$ cat src/design/mtg_pkg.sv
// constants, types and word functions shared by the mt19937 generator
package mtg_pkg;

  localparam int unsigned STATE_WORDS_DEF = 624;
  localparam int unsigned TWIST_OFFSET    = 397;

  localparam logic [31:0] SEED_MULT    = 32'd1812433253;
  localparam logic [31:0] DEFAULT_SEED = 32'd5489;
  localparam logic [31:0] TWIST_MATRIX = 32'h9908_B0DF;
  localparam logic [31:0] HIGH_BIT     = 32'h8000_0000;
  localparam logic [31:0] LOW_BITS     = 32'h7FFF_FFFF;
  localparam logic [31:0] TEMPER_B     = 32'h9D2C_5680;
  localparam logic [31:0] TEMPER_C     = 32'hEFC6_0000;

  typedef enum logic {
    ST_IDLE,
    ST_FILL
  } state_t;

  // control from the sequencer to the datapath
  typedef struct packed {
    logic shift;   // every cell takes its neighbour's word
    logic fill;    // tail gets the seeding recurrence, not a twisted word
    logic first;   // first fill beat: tail gets the seed itself
    logic start;   // capture the seed for a new fill
  } ctl_t;

  function automatic logic [31:0] twist_word(input logic [31:0] head,
                                             input logic [31:0] nxt,
                                             input logic [31:0] far);
    logic [31:0] y;
    logic [31:0] v;
    y = (head & HIGH_BIT) | (nxt & LOW_BITS);
    v = far ^ (y >> 1);
    if (y[0]) begin
      v = v ^ TWIST_MATRIX;
    end
    return v;
  endfunction

  function automatic logic [31:0] temper(input logic [31:0] w);
    logic [31:0] y;
    y = w;
    y = y ^ (y >> 11);
    y = y ^ ((y << 7) & TEMPER_B);
    y = y ^ ((y << 15) & TEMPER_C);
    y = y ^ (y >> 18);
    return y;
  endfunction

endpackage

$ cat src/design/mtg_ctrl.sv
// sequencer: seeding sweep, self-seed and command handshake
module mtg_ctrl #(
  parameter int unsigned WORDS = mtg_pkg::STATE_WORDS_DEF,
  localparam int unsigned IDX_W = $clog2(WORDS)
) (
  input  logic             clk,
  input  logic             rst,
  input  logic             cmd_valid,
  input  logic             func,
  input  logic             step_ok,
  output logic             cmd_ready,
  output mtg_pkg::ctl_t    ctl,
  output logic [IDX_W-1:0] fill_idx
);

  import mtg_pkg::*;

  localparam logic [IDX_W-1:0] LAST_IDX = IDX_W'(WORDS - 1);

  state_t state;
  state_t state_next;
  logic   seeded;
  logic   start_fill;
  logic   step;

  assign start_fill = (state == ST_IDLE) && cmd_valid && (func || !seeded);
  assign step       = (state == ST_IDLE) && cmd_valid && !func && seeded && step_ok;

  always_comb begin
    state_next = state;
    unique case (state)
      ST_IDLE: begin
        if (start_fill) begin
          state_next = ST_FILL;
        end
      end
      ST_FILL: begin
        if (fill_idx == LAST_IDX) begin
          state_next = ST_IDLE;
        end
      end
      default: state_next = ST_IDLE;
    endcase
  end

  always_comb begin
    cmd_ready = 1'b0;
    ctl       = '0;
    unique case (state)
      ST_IDLE: begin
        // a next beat before any seed waits for the self-seed sweep
        cmd_ready = func || (seeded && step_ok);
        ctl.start = start_fill;
        ctl.shift = step;
      end
      ST_FILL: begin
        ctl.shift = 1'b1;
        ctl.fill  = 1'b1;
        ctl.first = (fill_idx == '0);
      end
      default: begin
        cmd_ready = 1'b0;
      end
    endcase
  end

  always_ff @(posedge clk) begin
    if (rst) begin
      state    <= ST_IDLE;
      seeded   <= 1'b0;
      fill_idx <= '0;
    end else begin
      state <= state_next;
      if (start_fill) begin
        fill_idx <= '0;
      end else if (state == ST_FILL) begin
        fill_idx <= fill_idx + 1'b1;
        if (fill_idx == LAST_IDX) begin
          seeded <= 1'b1;
        end
      end
    end
  end

endmodule

$ cat config.mk
export PLATFORM = sky130hd
export DESIGN_NAME = mtg_ctrl
export DESIGN_NICKNAME = d
export VERILOG_FILES = /design/src/design/mtg_pkg.sv /design/src/design/mtg_ctrl.sv
export SDC_FILE = /design/constraint.sdc
export NUM_CORES = 1
export LEC_CHECK = 0
export BUFFER_PORTS_ARGS = -buffer_cell sky130_fd_sc_hd__buf_4
export CAP_MARGIN = 20
export CORE_AREA = 2 2 39 41
export CTS_CLUSTER_DIAMETER = 30
export DETAILED_ROUTE_END_ITERATION = 10
export DIE_AREA = 0 0 41 43
export GPL_TIMING_DRIVEN = 0
export PLACE_DENSITY_LB_ADDON = 0.15
export RECOVER_POWER = 50
export SYNTH_ARGS = -nofsm -noshare
export SYNTH_HDL_FRONTEND = slang
export SYNTH_SLANG_ARGS = --single-unit
$ cat constraint.sdc
create_clock -name clk -period 2.2 [get_ports clk]
set_input_delay 0.66 -clock clk [delete_from_list [all_inputs] [get_ports clk]]
set_output_delay 0.66 -clock clk [all_outputs]
set_load 0.005 [all_outputs]
# Yosys cells after proc, flatten, opt, wreduce, memory -nomap -nowiden

Cells that the tools add are included.

Add/subtract/negate cells: 1
Equality and inequality tests: 1
Muxes and demuxes: 7
Bitwise gates (word level): 2
Reduce and logical (&&, ||, !) cells: 13

Operator list:

| cell                    | count |
|---|---|
| $add A10 B1 Y10 const B | 1 |
| $eq A10 B10 Y1 const B  | 1 |
| $logic_not A10 Y1       | 1 |
| $logic_and A1 B1 Y1     | 6 |
| $mux W1                 | 4 |
| $pmux W1 S2             | 2 |
| $reduce_and A3 Y1       | 1 |
| $logic_not A1 Y1        | 2 |
| $logic_or A1 B1 Y1      | 2 |
| $mux W2                 | 1 |
| $not A1 Y1              | 2 |
| $reduce_or A2 Y1        | 1 |

Register bits: 12
Bits of input ports: 5
Output and inout port bits: 15
Word-level logic and storage cells: 27

# Longest topological paths before layout

Word-level depth: 6
Depth in mapped cells: 5

# Least setup slack after synthesis

Ideal clock, no wire load.

Kind: register -> output
Start: register fill_idx[8]
End: output ctl[1] (netlist name)
Arrival: 1410 ps
Data required time: 1540 ps
Setup slack: 130 ps
Cell stages (with the launch flop): 4
Path buffers: 0
Cells stage by stage: dfxtp_1 -> or3_1 -> or4_1 -> nor4b_2

RTL lines:

| element                | line           | text |
|---|---|---|
| from (decl)            | mtg_ctrl.sv:13 | `output logic [IDX_W-1:0] fill_idx` |
| from (signal assigned) | mtg_ctrl.sv:77 | `fill_idx <= fill_idx + 1'b1;` |
| to (decl)              | mtg_ctrl.sv:12 | `output mtg_pkg::ctl_t ctl,` |

==> results_dict.tcl <==
set metrics [dict create \
    fin_skew_ns 0.00624 \
    fin_ws_ns -0.226 \
    syn-instance-count 71 \
    synth_fa_ha_area_share_pct 4.13 \
    grt_util_all_layers_pct 18.7 \
    max_freq_mhz 412 \
    dieArea_um2 1760 \
    drtPass1Iterations 5 \
    io_pins 20 \
    syn_nets 78 \
    synth_top_family_by_area "simple AND/OR/NAND/NOR gates" \
    drv_cap 0 \
    path_buf_inv 1 \
    htreeDepth 1 \
    die_w_um 41 \
    final_core_util_pct 60.4 \
    ir_worst_vdd_uv 340 \
    syn-cell-area_um2 606 \
    use_met3_pct 5.24 \
    routed_via_density 5.24 \
    crit_fanout 2 \
    final_cell_area_um2 836 \
    grt_pass1_wl_um 2210 \
    worst_pin_slew_ns 0.712 \
    worstSetupStartpoint "fill_idx[4]" \
    path_cells "or3_4 > or4_4 > nor4b_2 > buf_4" \
    synth.distinct_cells 24 \
    io_buffers 19 \
    synthSimpleGateAreaFrac_pct 28.9 \
    antenna_cells 0 \
    synth_compound_area_share_pct 14.9 \
    violations "negative setup slack" \
    wl_per_cell_um 11.4 \
    root_buffer "clkbuf_4" \
    cp_num_cells 4 \
    arrival_ns 1.77 \
    drt-initial-drc-count 11 \
    clk_pin_slew_ns 0.08 \
    path_delay_family "simple AND/OR/NAND/NOR gates" \
    cts_tree "done" \
    ys_ff_latch 12 \
    end_kind "output pin" \
    hold_path.class "reg -> reg" \
    clk_latency_ns 0.28 \
    r2r_slack_ns 0.62 \
    cp-endpoint "ctl[1]" \
    finalNetCount 104 \
    start_kind "flop" \
    power.density_nw_per_um2 541 \
    wirelength_um 1280 \
    cp_slowest_stage_delay_ns 0.42 \
    synth_xor_area_share_pct 5.79 \
    crit_slowest_cell "or4_4" \
    place.gp.congestion 0.729 \
    antenna_found_initial 0 \
    grtUsageMet1_pct 22.2 \
    place_area_um2 768 \
    setup_viol 1 \
    numClockSinks 12 \
    cts_made_buffers 3 \
    layout-drive-gt1-share_pct 35.4 \
    ys.warnings.count 0 \
    clk_path_buf_depth 2 \
    synth.area.mux_share_pct 1.65 \
    hold_violations 0 \
    met2_usage_pct 26.9 \
    synth.avg_cell_area_um2 8.53 \
    hold_buffers 0 \
    nFillCells 140 \
    rows 14 \
    vias 587 \
    antenna_left 0 \
    p_leak_nw 0.365 \
    dp_hpwl_um 926 \
    grt_pass1_vias 545 \
    core_area_um2 1380 \
    grt_overflow 0 \
    status "complete, but fails checks" \
    grt_max_degree 11 \
    period_share_pct 110 \
    grt_busiest_layer "met2" \
    r2r_cells 4 \
    required_ns 1.54 \
    syn2layout_area_growth_pct 38.0 \
    relSlewSlack_pct 52.2 \
    path_class "reg -> out" \
    initial_core_util_pct 43.8 \
    rsz0062_at_grt "yes" \
    drcViolationCount 0 \
    die_h_um 43 \
    regToRegEndpoint "fill_idx[0]" \
    period_needed_ns 2.43 \
    final-max-slew-violation-count 0 \
    seq_area_frac_synth_pct 39.7 \
    reg2reg_from "state" \
]
sequential cells by signal, indices dropped and copies added (netlist names):
register	count
fill_idx	10
seeded	1
state	1
synth_stat cells (all sizes together):
library cell	count	share of area, %
o211a	1	1.7
nor4b	1	2.5
mux2i	1	1.7
or4	3	3.7
nor2b	2	2.1
dfxtp	12	40
nor2	7	4.3
nand3	1	0.83
or3	5	5.2
a21oi	7	5.8
o31ai	2	2.5
xor2	3	4.3
inv	5	3.1
ha	2	4.1
nand2	5	3.1
clkbuf	1	0.62
nand4	4	5.2
xnor2	1	1.4
a41o	1	1.7
o21ai	4	3.3
nand2b	2	2.1
buf	1	1.2
layer usage:
| layer | wire [um] | vias to the layer above |
|---|---|---|
| met1 | 575 | 262 |
| met3 | 91 | 5 |
| met5 | 0 | - |
| li1 | - | 304 |
| met4 | 42 | 0 |
| met2 | 567 | 16 |
stage by stage:
stage | setup TNS, ns | worst slack, ns | instances | hold WS, ns | total power [mW]
after global placement | -0.0316 | -0.0316 | 106 | 0.467 | 0.279
final | -0.226 | -0.226 | 112 | 0.479 | 0.452
after CTS | -0.296 | -0.296 | 112 | 0.485 | 0.459
after global routing | -0.276 | -0.276 | 112 | 0.506 | 0.473
after detailed placement | -0.0393 | -0.0393 | 106 | 0.470 | 0.279
after floorplan | 0 | 0.130 | 71 | 0.442 | 0.254
final cells by class:
| type | count | area (um^2) | share of cell area, % |
|---|---|---|---|
| repair buffers | 21 | 158 | 18.9 |
| plain buffers | 2 | 11.3 | 1.35 |
| multi-input cells | 52 | 344 | 41.2 |
| inverters | 5 | 18.8 | 2.25 |
| well taps | 16 | 20.0 | 2.40 |
| clock buffers | 4 | 36.3 | 4.34 |
| flip-flops and latches | 12 | 248 | 29.6 |
tightest hold or removal path: cells and delay by family (launching register included):
family | cells | cell delay [ns]
DFF | 1 | 0.34
buffers and inverters | 1 | 0.06
AOI/OAI and AO/OA | 1 | 0.05
report_power, final:
part	switching [mW]	total [mW]	internal, mW	leakage [nW]
logic	0.0208	0.0493	0.0286	0.245
clock network	0.0778	0.179	0.101	0.0210
registers	0.00445	0.224	0.219	0.0993
cell families after synthesis:
| group | count (synthesis) |
|---|---|
| buf+inv | 7 |
| flops | 12 |
| mux | 1 |
| fa+ha+maj | 2 |
| simple gates | 30 |
| compound gates | 15 |
| xor+xnor | 4 |
cells in the final DEF, fill, tap and decap left out:
cell      instances
clkbuf_8          1
nand2_1           5
a41o_1            1
nor2b_1           2
inv_1             5
or4_1             2
o211a_1           1
xor2_1            3
nand3_1           1
or3_1             4
nor4b_2           1
nand4_2           1
dfxtp_1           8
o31ai_1           2
clkbuf_4          8
a21oi_1           7
or3_4             1
dfxtp_4           1
o21ai_1           1
nand2b_1          2
o21ai_0           3
dfxtp_2           3
clkbuf_1          1
ha_1              2
or4_4             1
mux2i_1           1
buf_4            17
nor2_1            7
nand4_1           3
xnor2_1           1
worst min path at each step:
stage	from	end	slack, ns	cells after the start
after CTS	seeded	seeded	0.48	2
after global routing	seeded	seeded	0.51	2
after global placement	seeded	seeded	0.47	2
after detailed placement	seeded	seeded	0.47	2
after floorplan	seeded	seeded	0.44	2
final	seeded	seeded	0.48	2
what timing repair did:
action                                 in CTS  in global routing
resized for setup                           5                  2
setup endpoints to repair                   1                  1
pin swaps                                   3                  2
endpoints found under the hold margin       0                  0
buffers inserted                            2                  0
(Power assumes the default switching activity.)
